--- src/rtl/pbr_pkg.sv ---
// Shared types, constants and helpers for the polygon border rasterizer.
package pbr_pkg;

  localparam int ROWS       = 256;
  localparam int COLS       = 256;
  localparam int LABEL_BITS = 8;

  localparam int STORE_ROWS = (ROWS < 256) ? ROWS : 256;
  localparam int STORE_COLS = (COLS < 256) ? COLS : 256;
  localparam int ROW_AW     = (STORE_ROWS > 1) ? $clog2(STORE_ROWS) : 1;
  localparam int COL_AW     = (STORE_COLS > 1) ? $clog2(STORE_COLS) : 1;
  localparam int ADDR_W     = ROW_AW + COL_AW;
  localparam int DEPTH      = 1 << ADDR_W;
  localparam int LW         = (LABEL_BITS < 8) ? LABEL_BITS : 8;

  localparam int CW  = 12;
  localparam int PW  = 2 * CW;
  localparam int GW  = 11;

  localparam logic REQ_VERTEX = 1'b0;
  localparam logic REQ_READ   = 1'b1;

  typedef logic signed [CW-1:0] coord_t;

  typedef struct packed {
    logic       req_type;
    logic [7:0] row;
    logic [7:0] col;
    logic [7:0] label;
    logic       first_vertex;
    logic       last_vertex;
  } req_t;

  typedef struct packed {
    logic [7:0] read_label;
    logic       read_valid;
  } rsp_t;

  typedef struct packed {
    logic          en;
    coord_t        row;
    coord_t        col;
    logic [LW-1:0] label;
  } wr_t;

  function automatic logic in_store(coord_t r, coord_t c);
    return (r >= 0) && (r < coord_t'(STORE_ROWS)) && (c >= 0) && (c < coord_t'(STORE_COLS));
  endfunction

  function automatic logic [ADDR_W-1:0] store_addr(coord_t r, coord_t c);
    return {r[ROW_AW-1:0], c[COL_AW-1:0]};
  endfunction

  function automatic coord_t sgn(coord_t v);
    coord_t s;
    s = '0;
    if (v > 0) s = coord_t'(1);
    else if (v < 0) s = -coord_t'(1);
    return s;
  endfunction

  function automatic coord_t absv(coord_t v);
    return (v < 0) ? -v : v;
  endfunction

endpackage

--- src/rtl/pbr_div.sv ---
// Iterative rounding divider: floor(p/q + 1/2), one quotient bit per cycle.
module pbr_div (
  input  logic                        clk,
  input  logic                        rst,
  input  logic                        start,
  input  logic signed [pbr_pkg::PW-1:0] p,
  input  pbr_pkg::coord_t             q,
  output logic                        done,
  output pbr_pkg::coord_t             res
);

  localparam int NW   = pbr_pkg::PW + 2;
  localparam int RW   = pbr_pkg::CW + 2;
  localparam int CNTW = $clog2(NW);

  logic                        busy;
  logic [CNTW-1:0]             cnt;
  logic [NW-1:0]               num;
  logic [RW-1:0]               rem;
  logic [RW-1:0]               d;
  logic                        neg;

  logic [pbr_pkg::CW-1:0]      qq;
  logic signed [pbr_pkg::PW-1:0] pp;
  logic signed [NW-1:0]        n;
  logic [NW-1:0]               mag;
  logic [RW-1:0]               rem_sh;
  logic                        qbit;
  logic [RW-1:0]               rem_next;
  logic [NW-1:0]               num_next;

  always_comb begin
    qq       = q[pbr_pkg::CW-1] ? pbr_pkg::CW'(-q) : pbr_pkg::CW'(q);
    pp       = q[pbr_pkg::CW-1] ? -p : p;
    n        = (NW'(pp) <<< 1) + $signed({{(NW-pbr_pkg::CW){1'b0}}, qq});
    mag      = n[NW-1] ? NW'(-n) : NW'(n);
    rem_sh   = {rem[RW-2:0], num[NW-1]};
    qbit     = (rem_sh >= d);
    rem_next = qbit ? (rem_sh - d) : rem_sh;
    num_next = {num[NW-2:0], qbit};
  end

  always_ff @(posedge clk) begin
    done <= 1'b0;
    if (rst) begin
      busy <= 1'b0;
      cnt  <= '0;
    end else if (start) begin
      busy <= 1'b1;
      cnt  <= '0;
      num  <= mag;
      rem  <= '0;
      d    <= {1'b0, qq, 1'b0};
      neg  <= n[NW-1];
    end else if (busy) begin
      num <= num_next;
      rem <= rem_next;
      cnt <= cnt + 1'b1;
      if (cnt == CNTW'(NW - 1)) begin
        busy <= 1'b0;
        done <= 1'b1;
        res  <= pbr_pkg::CW'(neg ? -(num_next + NW'(rem_next != '0)) : num_next);
      end
    end
  end

endmodule

--- src/rtl/pbr_walk.sv ---
// Segment walker: steps one outline segment, using the shared divider.
module pbr_walk (
  input  logic                    clk,
  input  logic                    rst,
  input  logic                    start,
  input  logic [7:0]              y0_in,
  input  logic [7:0]              x0_in,
  input  logic [7:0]              y1_in,
  input  logic [7:0]              x1_in,
  input  logic [pbr_pkg::LW-1:0]  lab,
  output pbr_pkg::wr_t            wr,
  output logic                    done
);

  typedef enum logic [3:0] {
    W_IDLE, W_FIRST, W_VERT, W_HORZ, W_OUT, W_OMUL, W_OWAIT, W_IN, W_IMUL, W_IWAIT
  } wstate_t;

  wstate_t                        state;
  pbr_pkg::coord_t                x, y, x0, y0, x1, y1, dx, dy, sx, sy, ys, st;
  logic [pbr_pkg::GW-1:0]         guard;
  logic signed [pbr_pkg::PW-1:0]  prod;
  logic [pbr_pkg::LW-1:0]         labr;

  logic                           div_start;
  logic                           div_done;
  pbr_pkg::coord_t                div_q;
  pbr_pkg::coord_t                div_res;
  pbr_pkg::coord_t                ys_c;
  pbr_pkg::coord_t                diff;
  logic                           jump;

  assign div_start = (state == W_OMUL) || (state == W_IMUL);
  assign div_q     = (state == W_OMUL) ? dx : dy;

  pbr_div u_div (
    .clk   (clk),
    .rst   (rst),
    .start (div_start),
    .p     (prod),
    .q     (div_q),
    .done  (div_done),
    .res   (div_res)
  );

  always_comb begin
    ys_c     = y0 + div_res;
    diff     = ys_c - y;
    jump     = (diff > pbr_pkg::coord_t'(1)) || (diff < -pbr_pkg::coord_t'(1));
    wr.en    = 1'b0;
    wr.row   = y;
    wr.col   = x;
    wr.label = labr;
    case (state)
      W_FIRST: wr.en = 1'b1;
      W_VERT: begin
        wr.en  = (y != y1);
        wr.row = y + sy;
      end
      W_HORZ: begin
        wr.en  = (x != x1);
        wr.col = x + sx;
      end
      W_OWAIT: begin
        wr.en  = div_done && !jump;
        wr.row = ys_c;
        wr.col = x + sx;
      end
      W_IWAIT: begin
        wr.en  = div_done;
        wr.col = x0 + div_res;
      end
      default: wr.en = 1'b0;
    endcase
  end

  always_ff @(posedge clk) begin
    done <= 1'b0;
    if (rst) begin
      state <= W_IDLE;
    end else begin
      case (state)
        W_IDLE: begin
          if (start) begin
            x0    <= pbr_pkg::coord_t'(x0_in);
            y0    <= pbr_pkg::coord_t'(y0_in);
            x1    <= pbr_pkg::coord_t'(x1_in);
            y1    <= pbr_pkg::coord_t'(y1_in);
            x     <= pbr_pkg::coord_t'(x0_in);
            y     <= pbr_pkg::coord_t'(y0_in);
            dx    <= pbr_pkg::coord_t'(x1_in) - pbr_pkg::coord_t'(x0_in);
            dy    <= pbr_pkg::coord_t'(y1_in) - pbr_pkg::coord_t'(y0_in);
            sx    <= pbr_pkg::sgn(pbr_pkg::coord_t'(x1_in) - pbr_pkg::coord_t'(x0_in));
            sy    <= pbr_pkg::sgn(pbr_pkg::coord_t'(y1_in) - pbr_pkg::coord_t'(y0_in));
            labr  <= lab;
            state <= W_FIRST;
          end
        end
        W_FIRST: begin
          if (dx == '0) begin
            state <= W_VERT;
          end else if (dy == '0) begin
            state <= W_HORZ;
          end else begin
            guard <= pbr_pkg::GW'((pbr_pkg::absv(dx) + pbr_pkg::absv(dy)) * 2 + 4);
            state <= W_OUT;
          end
        end
        W_VERT: begin
          if (y == y1) begin
            done  <= 1'b1;
            state <= W_IDLE;
          end else begin
            y <= y + sy;
          end
        end
        W_HORZ: begin
          if (x == x1) begin
            done  <= 1'b1;
            state <= W_IDLE;
          end else begin
            x <= x + sx;
          end
        end
        W_OUT: begin
          if (((x == x1) && (y == y1)) || (guard == '0)) begin
            done  <= 1'b1;
            state <= W_IDLE;
          end else begin
            guard <= guard - 1'b1;
            prod  <= dy * (x + sx - x0);
            state <= W_OMUL;
          end
        end
        W_OMUL: state <= W_OWAIT;
        W_OWAIT: begin
          if (div_done) begin
            if (jump) begin
              ys    <= ys_c;
              st    <= pbr_pkg::sgn(diff);
              state <= W_IN;
            end else begin
              y     <= ys_c;
              x     <= x + sx;
              state <= W_OUT;
            end
          end
        end
        W_IN: begin
          if (y == ys) begin
            state <= W_OUT;
          end else begin
            y     <= y + st;
            prod  <= dx * (y + st - y0);
            state <= W_IMUL;
          end
        end
        W_IMUL: state <= W_IWAIT;
        W_IWAIT: begin
          if (div_done) begin
            x     <= x0 + div_res;
            state <= W_IN;
          end
        end
        default: state <= W_IDLE;
      endcase
    end
  end

endmodule

--- config.mk ---
export PLATFORM = sky130hd
export DESIGN_NAME = pbr_walk
export DESIGN_NICKNAME = d
export VERILOG_FILES = /design/src/rtl/pbr_pkg.sv /design/src/rtl/pbr_div.sv /design/src/rtl/pbr_walk.sv
export SDC_FILE = /design/constraint.sdc
export NUM_CORES = 1
export LEC_CHECK = 0
export BUFFER_PORTS_ARGS = -buffer_cell sky130_fd_sc_hd__buf_4
export CAP_MARGIN = 5
export CORE_UTILIZATION = 63
export DETAILED_ROUTE_END_ITERATION = 8
export GPL_TIMING_DRIVEN = 0
export HOLD_SLACK_MARGIN = 0.08
export PLACE_DENSITY_LB_ADDON = 0.12
export SLEW_MARGIN = 30
export SYNTH_ARGS = -nofsm -noshare
export SYNTH_HDL_FRONTEND = slang
export SYNTH_SLANG_ARGS = --single-unit
--- constraint.sdc ---
create_clock -name clk -period 17.6 [get_ports clk]
set_input_delay 2.64 -clock clk [delete_from_list [all_inputs] [get_ports clk]]
set_output_delay 2.64 -clock clk [all_outputs]
set_load 0.005 [all_outputs]
==> results of run 1 <==
-- synth_stat cells, types with 55 or more instances --
cell type	count
a21o_1	65
a21oi_1	129
and2_1	111
clkbuf_1	69
edfxtp_1	198
fa_1	237
ha_1	260
inv_1	359
nand2_1	299
nor2_1	175
nor3_1	55
o21ai_0	128
xnor2_1	184
xor2_1	97
-- layout make-up --
class / instances / area share, %
clock inverter: 15 / 0.631
tap: 532 / 2.33
inverter: 361 / 4.75
timing repair buffer: 85 / 2.34
clock buffer: 30 / 2.41
multi-input combinational: 2198 / 64.7
buffer: 79 / 1.13
sequential: 210 / 21.7
-- sequential cells by signal, summed over array words and instances (netlist names), 9 cells and up --
| name | flops |
|---|---|
| u_div.num | 26 |
| prod | 23 |
| u_div.rem | 13 |
| u_div.d | 12 |
| u_div.res | 12 |
| x | 12 |
| y | 12 |
| ys | 12 |
| guard | 11 |
| dx | 9 |
| dy | 9 |
-- worst max-delay path, delay by kind of cell, from the launching register on --
kind | cells | cell delay (ns)
and+or+nand+nor | 2 | 0.26
AOI/OAI and AO/OA | 14 | 3.53
xor gates and xnor gates | 2 | 0.86
buffers and inverters | 3 | 0.53
DFF | 1 | 0.74
muxes | 1 | 0.11
adders and majority gates | 8 | 3.73
-- per-layer routing --
layer / track usage (%) / vias up / routed length [microns]
met4: 12.7 / 0 / 2700
met2: 55.8 / 855 / 32900
met3: 4.57 / 141 / 5250
met1: 47.8 / 10300 / 30500
li1: - / 9851 / -
met5: 0 / - / 0
-- logic make-up (layout without fill, tap and decap cells) --
kind of cell               Yosys count  in the layout
and+or+nand+nor                    851            851
AOI/OAI and AO/OA                  532            532
adders and majority gates          497            497
buffers and inverters              440            570
xor gates and xnor gates           281            281
DFF                                210            210
muxes                               31             31
other                                1              6
-- metrics by stage --
| step | hold WS, ns | std cells | cell area [sq um] | setup slack (ns) |
|---|---|---|---|---|
| 3_3_place_gp | 0.490 | 3456 | 27500 | 7.87 |
| 2_1_floorplan | 0.472 | 2848 | 26200 | 9.27 |
| 3_5_place_dp | 0.507 | 3465 | 27700 | 7.79 |
| 5_1_grt | 0.538 | 3510 | 28500 | 6.94 |
| 6_report | 0.517 | 3510 | 28500 | 7.54 |
| 4_1_cts | 0.512 | 3510 | 28500 | 7.67 |
-- worst paths after layout --
path / start / endpoint / cells after the start
worst min register to register: u_div.cnt[1] / u_div.cnt[1] / 2
worst max-delay path: sx[10] / prod[22] / 30
worst max register to register: sx[10] / prod[22] / 30
worst min-delay path: u_div.cnt[1] / u_div.cnt[1] / 2
==> results.yml, run 1 <==
synth:
  yosys_most_used_dff: "edfxtp_1"
  syn_area_sq_um: 26200
  synth-simple-area-share_pct: 15.8
  synth_cells: 2843
  synthMuxAreaShare_pct: 1.22
  ys_seq_elements: 210
  async_flop_share_pct: 0
  yosys.area.top_type: "edfxtp_1"
  synthTopCellsByArea: "edfxtp_1 (23%), fa_1 (18%), ha_1 (12%)"
  synth_seq_area_share_pct: 23.6
  synthAdderAreaFrac_pct: 30.5
  synth_compound_area_share_pct: 13.0
  synth_top_family_by_area: "adder cells"
  yosysUniqueCellTypes: 82
  synth_top_cell_area_share_pct: 22.7
  ys_warn_count: 0
  post_synth_xor_area_fraction_pct: 9.39
  postSynthAreaPerCell_sq_um: 9.22
  synth_edf_count: 198
die:
  fp-row-count: 74
  die-area_sq_um: 42400
  die_w_microns: 206
  core_area_sq_um: 40900
  die_h_microns: 206
  initial_utilization_pct: 64.1
  boundaryPins: 77
detailed_routing:
  drt_first_pass_iters: 6
  finalWirelength_microns: 71300
  wire_per_inst_microns: 20.3
  via_per_inst: 6.02
  vias: 21100
  drtAntennaViolNets: 0
  drt_iter0_drc: 1905
  drc_errors: 0
setup_path:
  crit_path_top_delay_cell: "edfxtp_1"
  path_common_cell: "fa_1"
  arrival_ns: 10.32
  reg2reg_setup_slack_ns: 7.54
  start_kind: "flop"
  required_ns: 17.86
  critPathMaxFanout: 13
  slowest_delay_ns: 0.74
  critical_path_class: "reg -> reg"
  endpoint_kind: "flop"
final_layout:
  n_antenna_cell: 0
  multi_input_area_sq_um: 18500
  drive_above_1_share_pct: 5.98
  seqCellArea_sq_um: 6190
  area_delta_synth_final_pct: 8.86
  utilization_pct: 69.7
  final_cell_mix: "inv_1 (359), nand2_1 (299), ha_1 (260)"
  layout_commonest_cell: "inv_1"
  fillerInstances: 3271
  fin_nets: 3501
sta:
  setup_viol: 0
  worst_pin_slew_ns: 1.02
  fin_crit_sh_pct: 57.2
  fin_worst_skew_ns: 0.0214
  slew_headroom_pct: 31.4
  final-hold-violation-count: 0
  final_max_slew_viol_count: 0
  fmax_mhz: 99.4
  final.setup.tns_ns: 0
  rsz0062_at_grt: "false"
  post-route-min-period_ns: 10.06
place:
  io_buffers: 76
  gp_congestion: 0.937
  hpwl_microns: 58900
outcome:
  outcome: "completed"
clocking:
  clkLatencyLatePin_ns: 0.55
  cts_tree: "done"
  clock-root-buffer: "clkbuf_16"
  post_cts_buffers: 0
  cts_max_level: 1
  cts.hold.buffers_added: 0
  clk_pin_slew_ns: 0.06
  cts_resized: 0
  cts_inserted_buffers: 26
  clk_path_buf_depth: 3
  clock-sinks: 210
global_route:
  grt_antenna_before_repair: 0
  grt_max_degree: 36
  overflow: 0
  grt_use_total_pct: 34.6
  grt_first_pass_wirelength_microns: 113000
  grt_pass1_vias: 21200
worst_hold_path:
  hold_class: "reg -> reg"
flow_run:
  maxCapViolCount: 0
Power of run 1 is left out: the tool's default activity adds up to more than one toggle a clock period on the data nets, which glitch-free logic cannot reach.
==> run 2: changes to the inputs <==
--- a/config.mk
+++ b/config.mk
@@ -7,7 +7,7 @@
 export LEC_CHECK = 0
 export BUFFER_PORTS_ARGS = -buffer_cell sky130_fd_sc_hd__buf_4
 export CAP_MARGIN = 5
-export CORE_UTILIZATION = 63
+export CORE_UTILIZATION = 59
 export DETAILED_ROUTE_END_ITERATION = 8
 export GPL_TIMING_DRIVEN = 0
 export HOLD_SLACK_MARGIN = 0.08
==> constraint.sdc (replaced) <==
create_clock -name clk -period 8.9 [get_ports clk]
set_input_delay 1.335 -clock clk [delete_from_list [all_inputs] [get_ports clk]]
set_output_delay 1.335 -clock clk [all_outputs]
set_load 0.005 [all_outputs]
==> run 2 against run 1 <==
  * Die area is 6.7% higher
  * Global-route usage is 1.7 points lower
  * Critical endpoint unchanged
  * Register-to-register slack worse by 7.1 ns
  * Flip-flop and latch count stayed put
  * First-iteration DRC count is 4.4% lower
  * Final area is 1.1% higher
  * Largest cell class unchanged
  * Setup slack worse by 7.1 ns
==> results.yml, run 2 (synthesis results as in run 1) <==
clocking:
  clk_path_buf_depth: 3
  cts.hold.buffers_added: 0
  clkLatencyLatePin_ns: 0.55
  clock-root-buffer: "clkbuf_16"
  clock-sinks: 210
  clk_pin_slew_ns: 0.06
  cts_max_level: 1
  cts_tree: "done"
  cts_inserted_buffers: 26
setup_path:
  reg2reg_setup_slack_ns: 0.48
  required_ns: 9.19
  worstReg2RegEnd: "prod[22]"
  critPathMaxFanout: 10
  r2r-start: "st[10]"
  rr_worst_depth: 32
  arrival_ns: 8.71
  slowest_delay_ns: 0.57
  path_common_cell: "fa_1"
  critical_path_class: "reg -> reg"
  start_kind: "flop"
  crit_path_top_delay_cell: "fa_1"
  cp-startpoint: "st[10]"
  endpoint_kind: "flop"
sta:
  final.setup.tns_ns: 0
  fin_crit_sh_pct: 94.6
  worst_pin_slew_ns: 0.991
  final-hold-violation-count: 0
  fin_worst_skew_ns: 0.0126
  rsz0062_at_grt: "false"
  finalWorstSetupSlack_ns: 0.477
  final_max_slew_viol_count: 0
  whs_ns: 0.517
  post-route-min-period_ns: 8.42
  setup_viol: 0
  slew_headroom_pct: 33.5
  fmax_mhz: 119
die:
  initial_utilization_pct: 60.3
  die_h_microns: 213
  core_area_sq_um: 43500
  boundaryPins: 77
  die-area_sq_um: 45300
  die_w_microns: 213
  fp-row-count: 76
outcome:
  outcome: "completed"
detailed_routing:
  drtAntennaViolNets: 0
  wire_per_inst_microns: 20.1
  drt_iter0_drc: 1821
  via_per_inst: 5.95
  drt_first_pass_iters: 5
  finalWirelength_microns: 72000
  vias: 21300
  drc_errors: 0
final_layout:
  area_delta_synth_final_pct: 10.1
  layout_commonest_cell: "inv_1"
  largest_reg_flops: 26
  biggestRegsByFlops: "u_div.num x26, prod x23, u_div.rem x13"
  fillerInstances: 3556
  final_cell_mix: "inv_1 (357), nand2_1 (299), ha_1 (260)"
  drive_above_1_share_pct: 7.17
  fin_nets: 3520
  top_register: "u_div.num"
  multi_input_area_sq_um: 18600
  seqCellArea_sq_um: 6190
flow_run:
  maxCapViolCount: 0
global_route:
  grt_max_degree: 36
  grt_antenna_before_repair: 1
  grt_first_pass_wirelength_microns: 115000
  overflow: 0
  grt_use_total_pct: 32.9
  grt_pass1_vias: 21600
place:
  place_ws_ns: -0.653
  io_buffers: 76
  gp_congestion: 0.956
  hpwl_microns: 58400
worst_hold_path:
  hp-start: "u_div.cnt[1]"
  hold_class: "reg -> reg"
  hold_depth: 2
  min_to: "u_div.cnt[1]"
==> run 2: changes by cell type in the layout (fill, tap and decap cells not counted), sizes merged <==
cell,delta
buf,+19
clkinv,+4
inv,-2
bufinv,-1
clkinvlp,+1
diode,+1
==> run 2: cell type report <==
| cell class | instances | area share (%) |
|---|---|---|
| antenna | 1 | 0.00867 |
| buffer | 79 | 1.13 |
| clock buffer | 30 | 2.38 |
| clock inverter | 17 | 0.546 |
| inverter | 361 | 4.72 |
| multi-input combinational | 2198 | 64.4 |
| sequential | 210 | 21.4 |
| tap | 585 | 2.54 |
| timing repair buffer | 104 | 2.81 |
==> run 2: worst max-delay path by stage <==
stage,endpoint,slack [ns],cells past startpoint
after floorplan,prod[22],0.57,30
after global routing,prod[22],0.004,29
after detailed placement,prod[22],-0.65,30
final,prod[22],0.48,32
after global placement,prod[22],-0.85,30
after CTS,prod[22],0.09,30
==> run 2: worst max-delay path: cells and delay by family, from the launching register on <==
| kind | cells | cell delay, ns |
|---|---|---|
| adder cells (fa/ha/maj) | 8 | 3.49 |
| buffers and inverters | 4 | 0.52 |
| AND/OR/NAND/NOR | 3 | 0.52 |
| multiplexers | 1 | 0.09 |
| flip-flops | 1 | 0.49 |
| XOR/XNOR | 1 | 0.16 |
| AO/OA/AOI/OAI | 15 | 2.91 |
==> run 2: stage by stage <==
stage | util [%] | instances | instance area (sq um)
6_report | 66.4 | 3585 | 28900
5_1_grt | 66.4 | 3585 | 28900
4_1_cts | 65.9 | 3574 | 28600
3_5_place_dp | 63.7 | 3517 | 27700
3_3_place_gp | 63.4 | 3509 | 27500
2_1_floorplan | - | 2848 | 26200
==> run 2: what timing repair did <==
action | 4_1_cts | 5_1_grt
resized for setup | 3 | 25
pin swaps | 2 | 1
setup endpoints to repair | 7 | 8
cloned | 0 | 0
buffers inserted | 10 | 10
==> run 2: per-layer routing <==
metal	vias to the layer above	GRT usage [%]	part of all wire [%]
li1	9898	-	-
met1	10400	45.4	42
met2	847	54.5	47
met3	127	2.97	7.6
met4	0	10.9	3.1
met5	-	0	0
Power of run 2 is left out for the same reason.
